### src/rtl/jeag_pkg.sv
package jeag_pkg;

  localparam int VALUE_WIDTH = 24;
  localparam int LIMIT_WIDTH = 23;
  localparam int TIME_WIDTH  = 32;
  localparam int SUSP_WIDTH  = 16;
  localparam int DIR_WIDTH   = 2;
  localparam int CFG_IDX_W   = 3;
  localparam int CFG_DATA_W  = 23;

  // Register indexes
  localparam logic [CFG_IDX_W-1:0] CFG_AMPLIFY_FRACTION = 3'd0;
  localparam logic [CFG_IDX_W-1:0] CFG_DIRECTION_MODE   = 3'd1;
  localparam logic [CFG_IDX_W-1:0] CFG_START_VELOCITY   = 3'd2;
  localparam logic [CFG_IDX_W-1:0] CFG_MAX_VELOCITY     = 3'd3;
  localparam logic [CFG_IDX_W-1:0] CFG_SUSPENSION_MS    = 3'd4;
  localparam logic [CFG_IDX_W-1:0] CFG_UPPER_LIMIT      = 3'd5;
  localparam logic [CFG_IDX_W-1:0] CFG_LOWER_LIMIT      = 3'd6;

  // Direction modes
  localparam logic [DIR_WIDTH-1:0] DIR_BOTH      = 2'd0;
  localparam logic [DIR_WIDTH-1:0] DIR_FLEX_ONLY = 2'd1;
  localparam logic [DIR_WIDTH-1:0] DIR_EXT_ONLY  = 2'd2;
  localparam logic [DIR_WIDTH-1:0] DIR_NONE      = 2'd3;

  typedef struct packed {
    logic signed [VALUE_WIDTH-1:0] velocity;
    logic        [TIME_WIDTH-1:0]  now_ms;
    logic signed [VALUE_WIDTH-1:0] trajectory_position;
    logic signed [VALUE_WIDTH-1:0] present_position;
  } tick_in_t;

  typedef struct packed {
    logic                          torque_on;
    logic                          drive_setup;
    logic                          goal_write;
    logic signed [VALUE_WIDTH-1:0] goal_position;
  } tick_out_t;

endpackage

### src/rtl/joint_effort_amplify_gate_core.sv
// Flow: a beat accepted into the input register is evaluated into the result register
//   once that is free, and is then offered on the output.
// Throughput: one beat per cycle while results drain; a stalled result holds the input
//   register, so the input stalls once both stages are full.
// Reset: asynchronous, active low; empties both stages, clears the joint state and the
//   registers (direction extension, first movement pending, torque off, all times zero).
module joint_effort_amplify_gate_core #(
  parameter int FRAC_BITS = 8
) (
  input  logic                             clk_i,
  input  logic                             rst_ni,
  input  logic                             in_valid_i,
  output logic                             in_ready_o,
  input  jeag_pkg::tick_in_t               in_data_i,
  output logic                             out_valid_o,
  input  logic                             out_ready_i,
  output jeag_pkg::tick_out_t              out_data_o,
  input  logic                             cfg_we_i,
  input  logic [jeag_pkg::CFG_IDX_W-1:0]   cfg_index_i,
  input  logic [jeag_pkg::CFG_DATA_W-1:0]  cfg_data_i
);

  localparam int VW   = jeag_pkg::VALUE_WIDTH;
  localparam int LW   = jeag_pkg::LIMIT_WIDTH;
  localparam int TW   = jeag_pkg::TIME_WIDTH;
  localparam int CmpW = ((VW > FRAC_BITS + 3) ? VW : FRAC_BITS + 3) + 2;
  localparam logic signed [CmpW-1:0] Five = CmpW'(5) << FRAC_BITS;

  // configuration
  logic [jeag_pkg::DIR_WIDTH-1:0]  dir_mode_q;
  logic [LW-1:0]                   start_vel_q, max_vel_q, upper_q, lower_q;
  logic [jeag_pkg::SUSP_WIDTH-1:0] susp_q;

  always_ff @(posedge clk_i or negedge rst_ni) begin
    if (!rst_ni) begin
      dir_mode_q  <= jeag_pkg::DIR_BOTH;
      start_vel_q <= '0;
      max_vel_q   <= '0;
      susp_q      <= '0;
      upper_q     <= '0;
      lower_q     <= '0;
    end else if (cfg_we_i) begin
      unique case (cfg_index_i)
        jeag_pkg::CFG_DIRECTION_MODE: dir_mode_q  <= cfg_data_i[jeag_pkg::DIR_WIDTH-1:0];
        jeag_pkg::CFG_START_VELOCITY: start_vel_q <= cfg_data_i[LW-1:0];
        jeag_pkg::CFG_MAX_VELOCITY:   max_vel_q   <= cfg_data_i[LW-1:0];
        jeag_pkg::CFG_SUSPENSION_MS:  susp_q      <= cfg_data_i[jeag_pkg::SUSP_WIDTH-1:0];
        jeag_pkg::CFG_UPPER_LIMIT:    upper_q     <= cfg_data_i[LW-1:0];
        jeag_pkg::CFG_LOWER_LIMIT:    lower_q     <= cfg_data_i[LW-1:0];
        // amplify fraction is not stored; nothing here depends on it
        default: ;
      endcase
    end
  end

  // pipe control
  logic               in_valid_q, out_valid_q, advance;
  jeag_pkg::tick_in_t in_q;
  jeag_pkg::tick_out_t out_q, out_d;

  assign advance    = in_valid_q && (!out_valid_q || out_ready_i);
  assign in_ready_o = !in_valid_q || advance;

  always_ff @(posedge clk_i or negedge rst_ni) begin
    if (!rst_ni) begin
      in_valid_q  <= 1'b0;
      out_valid_q <= 1'b0;
    end else begin
      if (in_ready_o) begin
        in_valid_q <= in_valid_i;
      end
      if (advance) begin
        out_valid_q <= 1'b1;
      end else if (out_ready_i) begin
        out_valid_q <= 1'b0;
      end
    end
  end

  always_ff @(posedge clk_i) begin
    if (in_valid_i && in_ready_o) begin
      in_q <= in_data_i;
    end
    if (advance) begin
      out_q <= out_d;
    end
  end

  // joint state
  logic          moving_flex_q, moving_flex_d;
  logic          first_move_q, first_move_d;
  logic          torque_q, torque_d;
  logic [TW-1:0] rev_ms_q, rev_ms_d, en_ms_q, en_ms_d;

  always_ff @(posedge clk_i or negedge rst_ni) begin
    if (!rst_ni) begin
      moving_flex_q <= 1'b0;
      first_move_q  <= 1'b1;
      torque_q      <= 1'b0;
      rev_ms_q      <= '0;
      en_ms_q       <= '0;
    end else if (advance) begin
      moving_flex_q <= moving_flex_d;
      first_move_q  <= first_move_d;
      torque_q      <= torque_d;
      rev_ms_q      <= rev_ms_d;
      en_ms_q       <= en_ms_d;
    end
  end

  // tick evaluation
  logic signed [VW:0]   vel, sv;
  logic        [VW:0]   speed;
  logic signed [CmpW-1:0] traj, pos;
  logic        [LW+6:0] max_x100;
  logic                 limit_on, over_limit, allow_flex, allow_ext, motion, flex;
  logic                 rev_over, en_over, trail;
  logic [TW-1:0]        rev_end, en_end;
  logic [VW-1:0]        goal;

  always_comb begin
    vel        = (VW+1)'(in_q.velocity);
    sv         = $signed({{(VW+1-LW){1'b0}}, start_vel_q});
    speed      = vel[VW] ? (VW+1)'(-vel) : vel;
    traj       = CmpW'(in_q.trajectory_position);
    pos        = CmpW'(in_q.present_position);
    max_x100   = (LW+7)'(max_vel_q) * (LW+7)'(100);
    limit_on   = max_x100 > ((LW+7)'(1) << FRAC_BITS);
    over_limit = limit_on && (speed > (VW+1)'(max_vel_q));
    allow_flex = (dir_mode_q == jeag_pkg::DIR_BOTH) || (dir_mode_q == jeag_pkg::DIR_FLEX_ONLY);
    allow_ext  = (dir_mode_q == jeag_pkg::DIR_BOTH) || (dir_mode_q == jeag_pkg::DIR_EXT_ONLY);
    motion     = ((vel > sv) && allow_flex) || ((vel < -sv) && allow_ext);
    flex       = !vel[VW];

    moving_flex_d = moving_flex_q;
    first_move_d  = first_move_q;
    torque_d      = torque_q;
    rev_ms_d      = rev_ms_q;
    en_ms_d       = en_ms_q;
    out_d         = '0;

    // a tick over the speed limit tracks no direction
    if (!over_limit && motion && (moving_flex_q != flex)) begin
      moving_flex_d = flex;
      if (first_move_q) begin
        first_move_d = 1'b0;
      end else begin
        rev_ms_d = in_q.now_ms;
      end
    end

    rev_end  = rev_ms_d + TW'(susp_q);
    en_end   = en_ms_q + TW'(susp_q);
    rev_over = rev_end < in_q.now_ms;
    en_over  = en_end < in_q.now_ms;
    trail    = moving_flex_d ? (traj > pos + Five) : (traj < pos - Five);
    goal     = moving_flex_d ? VW'(upper_q) : VW'(-(VW'(lower_q)));

    if (over_limit) begin
      torque_d = 1'b0;
    end else if (motion) begin
      if (moving_flex_q != flex) begin
        torque_d = 1'b0;
      end
      if (rev_over) begin
        if (!torque_d) begin
          torque_d          = 1'b1;
          out_d.drive_setup = 1'b1;
          out_d.goal_write  = 1'b1;
          en_ms_d           = in_q.now_ms;
        end
        if (trail) begin
          out_d.goal_write = 1'b1;
        end
      end
    end else if (en_over) begin
      torque_d = 1'b0;
    end

    out_d.torque_on     = torque_d;
    out_d.goal_position = out_d.goal_write ? goal : '0;
  end

  assign out_valid_o = out_valid_q;
  assign out_data_o  = out_q;

  a_setup_enables: assert property (@(posedge clk_i) disable iff (!rst_ni)
    out_valid_q && out_q.drive_setup |-> out_q.torque_on && out_q.goal_write)
    else $error("drive setup without torque on and goal write");

  a_goal_zero: assert property (@(posedge clk_i) disable iff (!rst_ni)
    out_valid_q && !out_q.goal_write |-> out_q.goal_position == '0)
    else $error("goal position nonzero without goal write");

  a_first_once: assert property (@(posedge clk_i) disable iff (!rst_ni)
    !first_move_q |=> !first_move_q)
    else $error("first movement flag set again");

  a_hold_input: assert property (@(posedge clk_i) disable iff (!rst_ni)
    in_valid_q && !advance |=> in_valid_q && $stable(in_q))
    else $error("pending input beat lost");

endmodule

### config.mk
export PLATFORM = sky130hd
export DESIGN_NAME = joint_effort_amplify_gate_core
export DESIGN_NICKNAME = d
export VERILOG_FILES = /design/src/rtl/jeag_pkg.sv /design/src/rtl/joint_effort_amplify_gate_core.sv
export SDC_FILE = /design/constraint.sdc
export NUM_CORES = 1
export LEC_CHECK = 0
export BUFFER_PORTS_ARGS = -buffer_cell sky130_fd_sc_hd__buf_2
export CORE_MARGIN = 1.5
export CORE_UTILIZATION = 50
export CTS_BUF_LIST = sky130_fd_sc_hd__clkbuf_8
export CTS_CLUSTER_SIZE = 28
export DETAILED_ROUTE_END_ITERATION = 10
export GPL_TIMING_DRIVEN = 0
export PLACE_DENSITY = 0.68
export SYNTH_ARGS = -nofsm -noshare
export SYNTH_HDL_FRONTEND = slang
export SYNTH_SLANG_ARGS = --single-unit
### constraint.sdc
create_clock -name clk_i -period 19.1 [get_ports clk_i]
set_input_delay 3.82 -clock clk_i [delete_from_list [all_inputs] [get_ports clk_i]]
set_output_delay 3.82 -clock clk_i [all_outputs]
set_load 0.1 [all_outputs]
Yosys cells after proc, flatten, opt, wreduce, memory -nomap -nowiden --
Index checks and enable logic that the tools add are counted. W data, S select, Z words.
Word-level totals: bits in read-only memories 0, memory bits (writable) 0, output and inout bits 29, bits in latches 0, input port bits 135, register bits 310, memories kept 0, word-level logic and storage cells 100
Cells by class: shift operators 0, muxes and demuxes 20, bitwise logic cells 5, eq/ne operators 9, $mul 1, reductions and logical operators 28, div/mod/pow operators 0, $add $sub $neg 7, $lt $le $gt $ge 8
Operator list (number):
- $add A32 B16 Y32 | 2
- $lt A32 B32 Y1 | 2
- $mux W32 | 2
- $lt A24 B25 Y1 | 2
- $gt A30 B9 Y1 const B | 1
- $mul A23 B5 Y28 const B | 1
- $add A24 B12 Y25 const B | 1
- $gt A24 B25 Y1 | 1
- $gt A25 B23 Y1 | 1
- $mux W25 | 1
- $neg A23 Y25 | 1
- $neg A24 Y25 | 1
- $sub A24 B12 Y25 const B | 1
- $gt A24 B24 Y1 | 1
- $neg A23 Y24 | 1
- $mux W23 | 1
- $mux W1 | 15
- $reduce_and A2 Y1 | 7
- $eq A3 B3 Y1 const B | 3
- $logic_and A1 B1 Y1 | 7
- $eq A3 B2 Y1 const B | 2
- $logic_or A1 B1 Y1 | 5
- $not A1 Y1 | 5
- $reduce_and A5 Y1 | 1
- other kinds (10) | 13

Longest topological paths before layout --
Gate-level depths: netlist of the first run.
depth after elaboration 15, depth in mapped cells 46, gate-level depth less buffers 43

Worst setup path before layout of the first run --
No wires, ideal clock.
kind register to register, from register max_vel_q[11], to register en_ms_q[24], library setup time 125 ps, cell stages (with the launch flop) 45, path buffers 4, path slack 9307 ps, data arrival time 9668 ps, cell sequence dfrtp_1 ha_1 ha_1 inv_1 fa_1 inv_1 ha_1 buf_2 a21o_1 a311oi_1 o221ai_1 or4b_1 nor4_1 or4b_4 nor4b_4 o21ai_2 buf_2 a21oi_1 [... 9 more ...] nand4_1 nor2_1 xnor2_1 mux2i_1 ha_1 a21o_1 a21o_1 a21o_1 a21o_1 a21o_1 a21o_1 a21oi_1 o31ai_1 nor2_1 and3_1 buf_4 buf_6 mux2_2
Between the ends: longest elaborated chain between the ends 10, elaborated cells between the ends (all ways) 12, classes of those cells add/sub: 1; mul: 1; order compare: 3; mux: 1; bitwise: 1; reduce/logical: 5
RTL lines:
- start, declared | RTL line joint_effort_amplify_gate_core.sv:31 | logic [LW-1:0] start_vel_q, max_vel_q, upper_q, lower_q;
- start signal, assigned | RTL line joint_effort_amplify_gate_core.sv:46 | jeag_pkg::CFG_MAX_VELOCITY: max_vel_q <= cfg_data_i[LW-1:0];
- $mul A23 B5 Y28 | RTL line joint_effort_amplify_gate_core.sv:127 | max_x100 = (LW+7)'(max_vel_q) * (LW+7)'(100);
- $gt A30 B9 Y1 | RTL line joint_effort_amplify_gate_core.sv:128 | limit_on = max_x100 > ((LW+7)'(1) << FRAC_BITS);
- $logic_and A1 B1 Y1 (*) | RTL line joint_effort_amplify_gate_core.sv:129 | over_limit = limit_on && (speed > (VW+1)'(max_vel_q));
- $logic_not A1 Y1 (*) | RTL line joint_effort_amplify_gate_core.sv:143 | if (!over_limit && motion && (moving_flex_q != flex)) begin
- $logic_and A1 B1 Y1 (*) (2 in a row) | RTL line joint_effort_amplify_gate_core.sv:143
- $mux W32 (*) | RTL line joint_effort_amplify_gate_core.sv:143
- net rev_ms_d[1] | RTL line joint_effort_amplify_gate_core.sv:93 | logic [TW-1:0] rev_ms_q, rev_ms_d, en_ms_q, en_ms_d;
- $add A32 B16 Y32 (*) | RTL line joint_effort_amplify_gate_core.sv:152 | rev_end = rev_ms_d + TW'(susp_q);
- $lt A32 B32 Y1 (*) | RTL line joint_effort_amplify_gate_core.sv:154 | rev_over = rev_end < in_q.now_ms;
- $reduce_and A5 Y1 (no line) (*)
- end signal, assigned | RTL line joint_effort_amplify_gate_core.sv:107 | en_ms_q <= en_ms_d;
- end, declared | RTL line joint_effort_amplify_gate_core.sv:93
The timed path passes the listed nets; every way through them passes the cells marked *. A chain may end at the register's enable or synchronous reset.

Final worst setup path of the first run --
from register start_vel_q[2], to register out_q, in the netlist out_data_o[12] (data pin)
Between the ends: longest elaborated chain between the ends 12, elaborated cells between the ends (all ways) 18, classes of those cells add/sub: 2; order compare: 3; mux: 8; reduce/logical: 5
RTL lines:
- start, declared | RTL line joint_effort_amplify_gate_core.sv:31
- start signal, assigned | RTL line joint_effort_amplify_gate_core.sv:45 | jeag_pkg::CFG_START_VELOCITY: start_vel_q <= cfg_data_i[LW-1:0];
- $neg A23 Y25 | RTL line joint_effort_amplify_gate_core.sv:132 | motion = ((vel > sv) && allow_flex) || ((vel < -sv) && allow_ext);
- $lt A24 B25 Y1 | RTL line joint_effort_amplify_gate_core.sv:132
- $logic_and A1 B1 Y1 | RTL line joint_effort_amplify_gate_core.sv:132
- $logic_or A1 B1 Y1 (*) | RTL line joint_effort_amplify_gate_core.sv:132
- $logic_and A1 B1 Y1 (*) (2 in a row) | RTL line joint_effort_amplify_gate_core.sv:143
- $mux W32 (*) | RTL line joint_effort_amplify_gate_core.sv:143
- net rev_ms_d[1] | RTL line joint_effort_amplify_gate_core.sv:93
- $add A32 B16 Y32 (*) | RTL line joint_effort_amplify_gate_core.sv:152
- $lt A32 B32 Y1 (*) | RTL line joint_effort_amplify_gate_core.sv:154
- $mux W1 (*) | RTL line joint_effort_amplify_gate_core.sv:165 | if (rev_over) begin
- $mux W1 (*) | RTL line joint_effort_amplify_gate_core.sv:161 | end else if (motion) begin
- $mux W1 (*) | RTL line joint_effort_amplify_gate_core.sv:159 | if (over_limit) begin
- end signal, assigned | RTL line joint_effort_amplify_gate_core.sv:85 | out_q <= out_d;
- end, declared | RTL line joint_effort_amplify_gate_core.sv:59 | jeag_pkg::tick_out_t out_q, out_d;
Marked as above.

==> metrics.md, run 1 <==
| Metric | Value |
|---|---|
| Cts repair resizes | `0` |
| Starting Density | `50.5%` |
| Final Non-Filler Cells | `a little over 3,000` |
| Vias per cell | `5.61` |
| Most frequent cells in the layout | `ha_1, inv_1, dfrtp_1, nand2_1, buf_2` |
| Register bit total from synthesis | `310` |
| Worst Hold Depth | `2` |
| Hold endpoint | `rev_ms_q[2]` |
| Most used cell, CP | `a21o_1` |
| Hold crit path type | `flip-flop to flip-flop` |
| Die Wd | `approximately 210 um` |
| Post-synthesis cell type count | `80` |
| Syn-to-layout area delta | `13.1%` |
| Final Critical Period | `about 13 ns` |
| Hold wc startpoint | `rev_ms_q[2]` |
| Post-synth ARST share | `57.7%` |
| Static Leak | `11.5 nW` |
| Slew Limit Fails | `0` |
| Area after DPL | `roughly 0.024 mm^2` |
| Routability cong. | `between 0.8 and 0.9` |
| Peak supply drop | `0.0000823 V` |
| 1st-iter DRT viols | `roughly 980` |
| Crit path max-delay family | `compound AO/OA/AOI/OAI gates` |
| CTS tree | `built` |
| Final Cell Area | `approximately 0.025 mm^2` |
| Clock Tree Root | `clkbuf_8` |
| Status | `finished, final reports clean` |
| CP arrival | `approximately 13 ns` |
| CTS Sinks | `310` |
| Ys flop type | `dfrtp_1` |
| Antenna violations before repair | `7` |
| Total grt overflow | `0` |
| Largest net degree at the start of global routing | `between 100 and 150` |
| Clock Pin Slew Worst Setup and Hold Paths | `approximately 0.06 ns` |
| Post-synthesis sequential area ratio | `37.8%` |
| Commonest non-fill, non-tap cell in the layout | `ha_1` |
| Nets | `approximately 2,800` |
| Critical path's slowest cell | `o41ai_1` |
| Maximum clock insertion buffer count | `3` |
| Later-pin clock latency in the skew report | `approximately 0.67 ns` |
| Synthesized cell area | `0.0223 mm^2` |
| Avg Cell Area, Syn | `roughly 10 um^2` |
| Placed Instances | `2,933` |
| Chip height | `214 um` |
| Clock Skews | `0.0369 ns` |
| CP bufs+invs | `3` |
| WL per Instance | `18.4 um` |
| DRC | `0` |
| Setup bufs post-CTS | `0` |
| CP max stage delay | `0.74 ns` |
| Num rows | `77` |
| FMAX | `about 80 MHz` |
| Antenna Nets Post-Route | `0` |
| First-pass GRT wire length | `90.7 mm` |
| Layout cells sized above 1 | `18.3%` |
| Hold Buf Count CTS | `0` |
| All-layer global routing usage | `24.7%` |
| Vias in the first global route | `17,200` |
| Number of synthesized flops with an enable pin | `131` |
| Period Utilization, post-route | `66.6%` |
| Relative slew margins | `5.64%` |
| Die footprint | `0.0458 mm^2` |
| Final core occ | `57.1%` |
| Number of port buffers | `163` |
| Reg2Reg Setup Slack | `6.37 ns` |
| Detailed-placement wirelength estimate | `between 40 and 50 mm` |
| Via count | `roughly 17,000` |
| Setup_tns | `0 ns` |
| CP Max Fanout | `10` |
| Final hold viol count | `0` |
| Final Setup Violations | `0` |
| Worst Path Required | `19.55 ns` |
| CP Launch Type | `flip-flop` |
| H-tree depth | `2` |
| Synthesis warning total | `0` |
| CORE AREA | `0.0441 mm^2` |
| Critical Path End Type | `flip-flop` |
| Reg2Reg Capture Point | `out_data_o[12]` |
| Least-Margin Pin Slew | `1.40 ns` |
| RSZ-0062 raised after global routing | `no` |
| Overall power | `approximately 0.0038 W` |
| Mapped Nets | `roughly 2,600` |
| Total CTS buffers | `55` |
| P per Cell Area | `151 mW/mm^2` |
| Cells after Synth | `about 2,200` |
| DRT Pass-1 Iters | `6` |
| Boundary Pins | `164` |
| Setup CP Type | `flip-flop to flip-flop` |
| Drt total wl | `55.9 mm` |
| Maxcap violations | `0` |
| Worst r2r src | `start_vel_q[2]` |
| FF-to-FF path depth | `between 40 and 50` |
==> power breakdown <==
| part | internal (W) | switching (W) | total (W) | leakage [nW] |
|---|---|---|---|---|
| Sequential | 0.000853 | 0.000131 | 0.000984 | 3.44 |
| Clock | 0.000399 | 0.000304 | 0.000703 | 0.678 |
| Combinational | 0.000876 | 0.00124 | 0.00212 | 7.42 |
==> cell type report <==
| type | count | area (um^2) |
|---|---|---|
| multi-input combinational | 1618 | 12900 |
| timing repair buffer | 167 | 906 |
| fill | 3876 | 18900 |
| clock inverter | 41 | 373 |
| sequential | 310 | 8410 |
| tap | 592 | 741 |
| buffer | 52 | 256 |
| antenna | 3 | 7.51 |
| clock buffer | 63 | 867 |
| inverter | 194 | 728 |
==> metrics by stage <==
stage                     worst slack [ns]  hold WS [ns]
final                                 6.37         0.471
after global routing                  5.50         0.495
after CTS                             6.40         0.475
after detailed placement              6.44         0.460
after global placement                6.69         0.444
after floorplan                       9.31         0.440
==> worst reg2reg max path, delay by kind of cell (launching register included) <==
family | cells | cell delay [ns]
AND/OR/NAND/NOR | 12 | 3.81
flip-flops | 1 | 0.42
adder cells (fa/ha/maj) | 3 | 0.88
AO/OA/AOI/OAI | 21 | 6.21
multiplexers | 1 | 0.10
XOR/XNOR | 2 | 0.28
buffers and inverters | 3 | 0.84
==> cells in the mapped netlist (7+ instances only) <==
cell | instances | share of area [%]
or2_2 | 10 | 0.28
nor4_1 | 19 | 0.53
o211ai_1 | 12 | 0.40
buf_2 | 9 | 0.20
edfxtp_1 | 131 | 18
o21a_1 | 12 | 0.40
clkbuf_1 | 35 | 0.59
a21oi_1 | 106 | 2.4
nor3_1 | 44 | 0.99
xnor2_1 | 120 | 4.7
o2111ai_1 | 7 | 0.28
nand2b_1 | 19 | 0.53
nor2_1 | 96 | 1.6
o21ai_0 | 115 | 2.6
xor2_1 | 50 | 2.0
mux2_2 | 132 | 6.7
nor3_2 | 18 | 0.81
or4_1 | 11 | 0.37
and3_1 | 15 | 0.42
dfrtp_1 | 178 | 20
mux2i_1 | 33 | 1.5
ha_1 | 286 | 16
o31ai_1 | 11 | 0.37
nand4_1 | 44 | 1.2
fa_1 | 20 | 1.8
and2_1 | 11 | 0.31
a21o_1 | 62 | 2.1
or3_1 | 18 | 0.51
nand3_1 | 36 | 0.81
nor2b_1 | 21 | 0.59
inv_1 | 193 | 3.3
a211oi_1 | 9 | 0.30
nand2_1 | 172 | 2.9
o31a_1 | 7 | 0.28
==> sequential cells by signal, summed over array words and instances, names as in the netlist <==
signal / flops
rev_ms_q: 32
first_move_q: 1
max_vel_q: 23
lower_q: 23
out_valid_o: 1
dir_mode_q: 2
en_ms_q: 32
upper_q: 23
torque_q: 1
susp_q: 16
out_data_o: 27
in_q: 104
start_vel_q: 23
moving_flex_q: 1
in_valid_q: 1
==> per-layer routing <==
metal | vias up | part of all wire, % | GRT usage [%]
met5 | - | 0.018 | 0
met1 | 8204 | 47 | 34.5
met3 | 95 | 5.9 | 4.75
li1 | 8326 | - | -
met2 | 421 | 45 | 39.0
met4 | 2 | 2.2 | 7.25
==> cell families (layout without fill, tap and decap cells) <==
group	Yosys count	count (layout)	share of synthesized area, %
AO/OA/AOI/OAI	412	412	11.8
XOR/XNOR	170	170	6.69
adder cells (fa/ha/maj)	306	306	17.9
buffers and inverters	246	517	4.42
flip-flops	310	310	37.8
multiplexers	169	169	8.41
other	0	3	0
AND/OR/NAND/NOR	561	561	13.0
==> how the worst max path moves through the flow <==
stage	startpoint	end	slack, ns	cells past startpoint
after detailed placement	start_vel_q[2]	out_data_o[12]	6.44	42
after floorplan	max_vel_q[11]	en_ms_q[24]	9.31	44
after CTS	start_vel_q[2]	out_data_o[12]	6.40	42
after global routing	start_vel_q[2]	out_data_o[12]	5.50	42
after global placement	start_vel_q[2]	out_data_o[12]	6.69	42
final	start_vel_q[2]	out_data_o[12]	6.37	42
No activity file was read; power rests on OpenSTA's default activity.
==> inputs of run 2 (changes only) <==
--- a/config.mk
+++ b/config.mk
@@ -5,6 +5,7 @@
 export SDC_FILE = /design/constraint.sdc
 export NUM_CORES = 1
 export LEC_CHECK = 0
+export ABC_AREA = 1
 export BUFFER_PORTS_ARGS = -buffer_cell sky130_fd_sc_hd__buf_2
 export CORE_MARGIN = 1.5
 export CORE_UTILIZATION = 50
@@ -12,7 +13,7 @@
 export CTS_CLUSTER_SIZE = 28
 export DETAILED_ROUTE_END_ITERATION = 10
 export GPL_TIMING_DRIVEN = 0
-export PLACE_DENSITY = 0.68
+export PLACE_DENSITY = 0.71
 export SYNTH_ARGS = -nofsm -noshare
 export SYNTH_HDL_FRONTEND = slang
 export SYNTH_SLANG_ARGS = --single-unit
==> constraint.sdc (replaced) <==
create_clock -name clk_i -period 11.1 [get_ports clk_i]
set_input_delay 2.22 -clock clk_i [delete_from_list [all_inputs] [get_ports clk_i]]
set_output_delay 2.22 -clock clk_i [all_outputs]
set_load 0.1 [all_outputs]
==> run 2 against run 1 <==
Effect of this change: power rose by 50%; die area fell by 0.90%; critical path depth rose by 20; clock power rose by 62%; wire length rose by 4.0%; fmax rose by 26%; highest routed layer is now met4.
==> metrics.md, run 2 <==
| Metric | Value |
|---|---|
| WL met1 | `25.7 mm (-3.0%)` |
| Boundary Pins | `164 (unchanged)` |
| Commonest cells post-synth | `nand2_1, inv_1, ha_1` |
| Syn-to-layout area delta | `12.8%` |
| Cells after Synth | `2,675 (+23%)` |
| Clock share of power | `20.0% (+1.5 points)` |
| Largest Register | `in_q` |
| Die footprint | `0.0454 mm^2 (-0.90%)` |
| Worst Path Required | `11.58 ns (-7.97 ns)` |
| CTS Sinks | `310 (unchanged)` |
| Post-synthesis sequential area ratio | `38.1% (+0.35 points)` |
| Peak supply drop | `0.000141 V (+71%)` |
| Clock Pin Slew Worst Setup and Hold Paths | `0.06 ns (about the same)` |
| Reg power frac | `29.0% (+3.2 points)` |
| Cts repair resizes | `0 (unchanged)` |
| RSZ-0062 raised after global routing | `no` |
| Comb power frac | `51.0% (-4.7 points)` |
| Most frequent cells in the layout | `nand2_1, inv_1, ha_1, o21ai_0, dfrtp_1` |
| Slew Limit Fails | `0 (unchanged)` |
| Internal Power | `0.00314 W (+48%)` |
| Total CTS buffers | `55 (unchanged)` |
| Drt total wl | `58.2 mm (+4.0%)` |
| CORE AREA | `0.0433 mm^2 (-1.9%)` |
| WL per Instance | `16.5 um (-10%)` |
| Via count | `18,900 (+11%)` |
| Later-pin clock latency in the skew report | `0.64 ns (-0.03 ns)` |
| Total grt overflow | `0 (unchanged)` |
| Starting Density | `51.0% (+0.53 points)` |
| Number of port buffers | `163 (unchanged)` |
| H-tree depth | `2 (unchanged)` |
| Clock Skews | `0.0288 ns (-0.00811 ns)` |
| CP max stage delay | `0.40 ns (-0.34 ns)` |
| Static Leak | `12.6 nW (+9.1%)` |
| Register bit total from synthesis | `310 (unchanged)` |
| Setup ws final | `1.02 ns (-5.35 ns)` |
| Ys flop type | `dfrtp_1` |
| Number of synthesized flops with an enable pin | `131 (unchanged)` |
| 1st-iter DRT viols | `1,243 (+27%)` |
| Final Critical Period | `10.08 ns (-2.65 ns)` |
| Relative slew margins | `12.6% (+6.9 points)` |
| CP arrival | `10.56 ns (-2.62 ns)` |
| CTS tree | `built` |
| Most common cell in the netlist | `nand2_1` |
| Final hold viol count | `0 (unchanged)` |
| All-layer global routing usage | `26.0% (+1.3 points)` |
| Total net switching power | `0.00258 W (+54%)` |
| Synth top area share | `20.2% (+0.18 points)` |
| Setup_tns | `0 ns (unchanged)` |
| Critical Path End Type | `flip-flop` |
| Vias per cell | `5.37 (-4.3%)` |
| Num rows | `76 (-1.3%)` |
| Synthesis warning total | `0 (unchanged)` |
| Setup bufs post-CTS | `0 (unchanged)` |
| Most used cell, CP | `nand2_1` |
| Final core occ | `57.5% (+0.46 points)` |
| CP Launch Type | `flip-flop` |
| Post-synth ARST share | `57.7% (unchanged)` |
| Synthesized cell area | `0.0221 mm^2 (-0.92%)` |
| Least-Margin Pin Slew | `1.31 ns (-0.0932 ns)` |
| Clock Tree Root | `clkbuf_8` |
| Max FFs per register | `104 (unchanged)` |
| Layout filler cell count | `3,928 (+1.3%)` |
| Met2 WL post-DR | `27.8 mm (+12%)` |
| Hold crit path type | `flip-flop to flip-flop` |
| Commonest non-fill, non-tap cell in the layout | `nand2_1` |
| Antenna violations before repair | `0 (-7)` |
| Biggest regs | `in_q (104), en_ms_q (32), rev_ms_q (32)` |
| Max Used Layer | `met4` |
| Setup WS pre-CTS | `0.680 ns (-5.76 ns)` |
| Antenna Cells | `0 (-3)` |
| P per Cell Area | `230 mW/mm^2 (+52%)` |
| Maximum clock insertion buffer count | `3 (unchanged)` |
| DRC | `0 (unchanged)` |
| Final Setup Violations | `0 (unchanged)` |
| Chip height | `213 um (-0.45%)` |
| Setup CP Type | `flip-flop to flip-flop` |
| Layout cells sized above 1 | `10.1% (-8.2 points)` |
| First-pass GRT wire length | `92.9 mm (+2.5%)` |
| Antenna Nets Post-Route | `0 (unchanged)` |
| Critical path's slowest cell | `dfrtp_1` |
| Largest net degree at the start of global routing | `117 (+14%)` |
| Nets | `3,338 (+18%)` |
| FMAX | `99.2 MHz (+26%)` |
| Maxcap violations | `0 (unchanged)` |
| Routability cong. | `0.938 (+5.6%)` |
| Die Wd | `213 um (-0.45%)` |
| Detailed-placement wirelength estimate | `45.8 mm (+4.8%)` |
| Avg Cell Area, Syn | `8.25 um^2 (-19%)` |
| Hold Buf Count CTS | `0 (unchanged)` |
| Sw frac | `45.1% (+1.0 points)` |
| Vias in the first global route | `18,600 (+8.0%)` |
| Period Utilization, post-route | `90.8% (+24 points)` |
| Post-synthesis cell type count | `50 (-38%)` |
| Status | `finished, final reports clean` |
| Main area contributors after synthesis | `dfrtp_1, edfxtp_1, ha_1` |
| Synth area leader | `dfrtp_1` |
| Mapped Nets | `3,116 (+19%)` |
| DRT Pass-1 Iters | `5 (-1)` |
| Met3 wire length | `2.65 mm (-19%)` |
| CP Max Fanout | `10 (unchanged)` |
[run 2: changes by cell type after synthesis, sizes merged, moves of 19 or more]
cell / before / now
o21ai: 119 / 269
mux2: 135 / 0
inv: 193 / 386
a21oi: 106 / 149
xor2: 50 / 103
nand3: 36 / 103
xnor2: 120 / 35
nor2: 97 / 166
mux2i: 34 / 0
nand2: 172 / 620
nand2b: 19 / 0
a21o: 62 / 1
nor2b: 21 / 0
[run 2: power by group through the flow]
| stage | logic (W) | registers, W | clock network (W) |
|---|---|---|---|
| 2_1_floorplan | 0.00204 | 0.00179 | 0 |
| 3_3_place_gp | 0.00278 | 0.00167 | 0 |
| 3_5_place_dp | 0.00289 | 0.00167 | 0 |
| 4_1_cts | 0.00291 | 0.00165 | 0.00117 |
| 5_1_grt | 0.00331 | 0.00169 | 0.00122 |
| 6_report | 0.00292 | 0.00166 | 0.00114 |
[run 2: routing by layer]
layer	track usage (%)	vias up
met4	10.4	0
met3	3.22	108
met2	44.4	459
met5	0	-
li1	-	9367
met1	33.4	9005
[run 2: cells by family after synthesis]
logic type / count (synthesis) / synth area share (%)
DFF: 310 / 38.1
buffers and inverters: 437 / 7.55
xor gates and xnor gates: 138 / 5.48
adders and majority gates: 306 / 18.0
AOI/OAI and AO/OA: 469 / 11.3
and+or+nand+nor: 1015 / 19.5
[run 2: per-stage QoR]
step	area (um^2)	power, W	hold slack (ns)	cells
final	24900	0.00572	0.478	3528
after global routing	24900	0.00622	0.510	3528
after CTS	24900	0.00574	0.483	3528
after detailed placement	23700	0.00456	0.468	3425
after global placement	23600	0.00445	0.462	3423
after floorplan	22100	0.00383	0.444	2675
[run 2: worst paths after layout]
path                                 from     endpoint  slack, ns  cells past startpoint
hold reg to reg               upper_q[17]  upper_q[17]       0.48                      2
setup reg to reg           start_vel_q[1]  en_ms_q[28]       1.02                     62
hold / removal                upper_q[17]  upper_q[17]       0.48                      2
min in group asynchronous          rst_ni  upper_q[10]       1.53                      1
max in group asynchronous          rst_ni  en_ms_q[10]       8.57                      2
setup / recovery           start_vel_q[1]  en_ms_q[28]       1.02                     62
[run 2: critical path, delay by kind of cell (launching register included)]
kind                       cells  cell delay (ns)
AOI/OAI and AO/OA              7             0.94
xor gates and xnor gates       1             0.16
adders and majority gates      4             1.11
buffers and inverters          6             1.05
DFF                            1             0.40
and+or+nand+nor               44             6.26
[run 2: layout make-up]
class | instances | area (um^2) | area share [%]
Multi-Input combinational cell | 1928 | 12000 | 48.2
Inverter | 387 | 1460 | 5.85
Buffer | 50 | 220 | 0.885
Sequential cell | 310 | 8410 | 33.8
Clock inverter | 38 | 298 | 1.20
Clock buffer | 65 | 895 | 3.59
Timing Repair Buffer | 165 | 881 | 3.54
Tap cell | 585 | 732 | 2.94
==> inputs of run 3 (changes only) <==
--- a/config.mk
+++ b/config.mk
@@ -13,7 +13,8 @@
 export CTS_CLUSTER_SIZE = 28
 export DETAILED_ROUTE_END_ITERATION = 10
 export GPL_TIMING_DRIVEN = 0
-export PLACE_DENSITY = 0.71
+export PLACE_DENSITY = 0.68
+export SETUP_SLACK_MARGIN = 0.4
 export SYNTH_ARGS = -nofsm -noshare
 export SYNTH_HDL_FRONTEND = slang
 export SYNTH_SLANG_ARGS = --single-unit
==> constraint.sdc (replaced) <==
create_clock -name clk_i -period 12.76 [get_ports clk_i]
set_input_delay 2.552 -clock clk_i [delete_from_list [all_inputs] [get_ports clk_i]]
set_output_delay 2.552 -clock clk_i [all_outputs]
set_load 0.1 [all_outputs]
==> run 3 against run 2 <==
Effect of this change: largest cell class unchanged; first-iteration DRC count decreased by 2.3%; setup slack improved by 1.4 ns; fmax decreased by 2.8%; wire length decreased by 0.54%; clock power decreased by 12%; via count decreased by 0.68%; highest routed layer unchanged; count of clock-buffer cells in the layout decreased by 7.
==> metrics.md, run 3 (same netlist as run 2, synthesis figures left out) <==
| Metric | Value |
|---|---|
| First-pass GRT wire length | `93.3 mm (+0.39%)` |
| Largest Register | `in_q` |
| CP arrival | `10.85 ns (+0.29 ns)` |
| Layout filler cell count | `3,950 (+0.56%)` |
| Hold Buf Count CTS | `0 (unchanged)` |
| Internal Power | `0.00273 W (-13%)` |
| Biggest regs | `in_q (104), en_ms_q (32), rev_ms_q (32)` |
| Antenna Nets Post-Route | `0 (unchanged)` |
| Most frequent cells in the layout | `nand2_1, inv_1, ha_1, o21ai_0, dfrtp_1` |
| Boundary Pins | `164 (unchanged)` |
| Total CTS buffers | `54 (-1.8%)` |
| Reg power frac | `29.0% (about the same)` |
| CP bufs+invs | `6 (unchanged)` |
| Least-Margin Pin Slew | `1.30 ns (-0.00701 ns)` |
| CORE AREA | `0.0433 mm^2 (unchanged)` |
| P per Cell Area | `200 mW/mm^2 (-13%)` |
| Antenna Cells | `0 (unchanged)` |
| Drt total wl | `57.8 mm (-0.54%)` |
| All-layer global routing usage | `26.1% (+0.054 points)` |
| Detailed-placement wirelength estimate | `45.5 mm (-0.66%)` |
| Clock Tree Root | `clkbuf_8` |
| Routability cong. | `0.942 (+0.44%)` |
| Syn-to-layout area delta | `12.6%` |
| Clock share of power | `20.1% (about the same)` |
| Largest net degree at the start of global routing | `106 (-9.4%)` |
| Via count | `18,800 (-0.68%)` |
| Status | `finished, final reports clean` |
| Total grt overflow | `0 (unchanged)` |
| CP Launch Type | `flip-flop` |
| Vias in the first global route | `18,500 (-0.32%)` |
| Antenna violations before repair | `1 (+1)` |
| Clock Skews | `0.0305 ns (+0.00169 ns)` |
| CP max stage delay | `0.43 ns (+0.03 ns)` |
| Critical Path End Type | `flip-flop` |
| Hold crit path type | `flip-flop to flip-flop` |
| Vias per cell | `5.33 (-0.62%)` |
| Maximum clock insertion buffer count | `3 (unchanged)` |
| Chip height | `213 um (unchanged)` |
| Most used cell, CP | `nand2_1` |
| Setup bufs post-CTS | `0 (unchanged)` |
| Cts repair resizes | `0 (unchanged)` |
| FMAX | `96.4 MHz (-2.8%)` |
| Slew Limit Fails | `0 (unchanged)` |
| Die Wd | `213 um (unchanged)` |
| Comb power frac | `50.9% (about the same)` |
| H-tree depth | `2 (unchanged)` |
| Final Setup Violations | `0 (unchanged)` |
| Period Utilization, post-route | `81.3% (-9.5 points)` |
| Relative slew margins | `13.1% (+0.56 points)` |
| Layout cells sized above 1 | `10.1% (-0.027 points)` |
| Setup CP Type | `flip-flop to flip-flop` |
| Final Cell Area | `0.0249 mm^2 (-0.12%)` |
| WL per Instance | `16.4 um (-0.48%)` |
| CTS Sinks | `310 (unchanged)` |
| Crit path max-delay family | `simple AND/OR/NAND/NOR gates` |
| Final Critical Period | `10.37 ns (+0.292 ns)` |
| DRC | `0 (unchanged)` |
| Static Leak | `12.5 nW (-0.46%)` |
| Max FFs per register | `104 (unchanged)` |
| Nets | `3,337 (-0.030%)` |
| Peak supply drop | `0.000109 V (-23%)` |
| Die footprint | `0.0454 mm^2 (unchanged)` |
| Critical path's slowest cell | `dfrtp_1` |
| RSZ-0062 raised after global routing | `no` |
| Area after DPL | `0.0237 mm^2 (unchanged)` |
| Setup_tns | `0 ns (unchanged)` |
| Clock Pin Slew Worst Setup and Hold Paths | `0.06 ns (about the same)` |
| Later-pin clock latency in the skew report | `0.64 ns (about the same)` |
| Total net switching power | `0.00226 W (-13%)` |
| Maxcap violations | `0 (unchanged)` |
| 1st-iter DRT viols | `1,214 (-2.3%)` |
| Final hold viol count | `0 (unchanged)` |
| Num rows | `76 (unchanged)` |
| Commonest non-fill, non-tap cell in the layout | `nand2_1` |
| CP Max Fanout | `10 (unchanged)` |
| CTS tree | `built` |
| Number of port buffers | `163 (unchanged)` |
| Sw frac | `45.3% (+0.18 points)` |
| Starting Density | `51.0% (unchanged)` |
| Worst Path Required | `13.24 ns (+1.66 ns)` |
| DRT Pass-1 Iters | `8 (+3)` |
==> run 3: changes by cell type in the layout (fill, tap and decap cells not counted) <==
| cell | change |
|---|---|
| clkbuf_8 | -7 |
| clkinv_2 | +14 |
| inv_8 | -1 |
| clkbuf_1 | +6 |
| bufinv_16 | +2 |
| nand2_1 | +2 |
| inv_1 | -13 |
| clkbuf_2 | -6 |
| clkinv_1 | +4 |
| inv_4 | -1 |
| nand2_2 | -2 |
==> run 3: metrics by stage <==
stage / worst slack, ns / instances / hold slack, ns / total power [W] / util [%]
after global placement: 2.61 / 3423 / 0.461 / 0.00389 / 54.6
final: 2.39 / 3526 / 0.479 / 0.00498 / 57.5
after global routing: 1.25 / 3526 / 0.506 / 0.00545 / 57.5
after floorplan: 4.97 / 2675 / 0.444 / 0.00334 / -
after detailed placement: 2.53 / 3425 / 0.468 / 0.00397 / 54.7
after CTS: 2.46 / 3526 / 0.482 / 0.00500 / 57.5
==> run 3: cell type report <==
cell class / instances / area [um^2] / area share [%]
plain buffers: 50 / 213 / 0.856
clock buffers: 58 / 798 / 3.21
repair buffers: 165 / 881 / 3.54
flip-flops and latches: 310 / 8410 / 33.8
multi-input cells: 1928 / 12000 / 48.2
clock inverters: 43 / 377 / 1.52
inverters: 387 / 1460 / 5.85
well taps: 585 / 732 / 2.94
==> run 3: power groups by stage <==
stage / combinational [W] / clock, W / sequential [W]
6_report: 0.00254 / 0.00100 / 0.00144
5_1_grt: 0.00290 / 0.00108 / 0.00147
4_1_cts: 0.00253 / 0.00103 / 0.00144
3_5_place_dp: 0.00251 / 0 / 0.00146
3_3_place_gp: 0.00244 / 0 / 0.00145
2_1_floorplan: 0.00178 / 0 / 0.00156
==> run 3: path summary, 6_finish.rpt <==
path,slack [ns],to,from,depth (start not counted)
max in group asynchronous,9.90,rev_ms_q[16],rst_ni,2
worst min-delay path,0.48,upper_q[18],upper_q[18],2
worst max-delay path,2.39,en_ms_q[28],start_vel_q[0],62
worst max register to register,2.39,en_ms_q[28],start_vel_q[0],62
min in group asynchronous,1.87,max_vel_q[9],rst_ni,1
worst min register to register,0.48,upper_q[18],upper_q[18],2
==> run 3: worst register-to-register path, delay by kind of cell, from the launching register on <==
kind,cells,cell delay [ns]
adders and majority gates,4,1.10
AOI/OAI and AO/OA,7,0.98
buffers and inverters,6,1.20
and+or+nand+nor,44,6.36
DFF,1,0.43
xor gates and xnor gates,1,0.17
==> run 3: metal layers <==
layer  track usage [%]  part of all wire [%]  routed length (um)
met5                 0                     0                   0
met4              10.1                   3.6                2070
met3              3.34                   4.6                2640
met2              44.7                    48               27700
met1              33.4                    44               25400
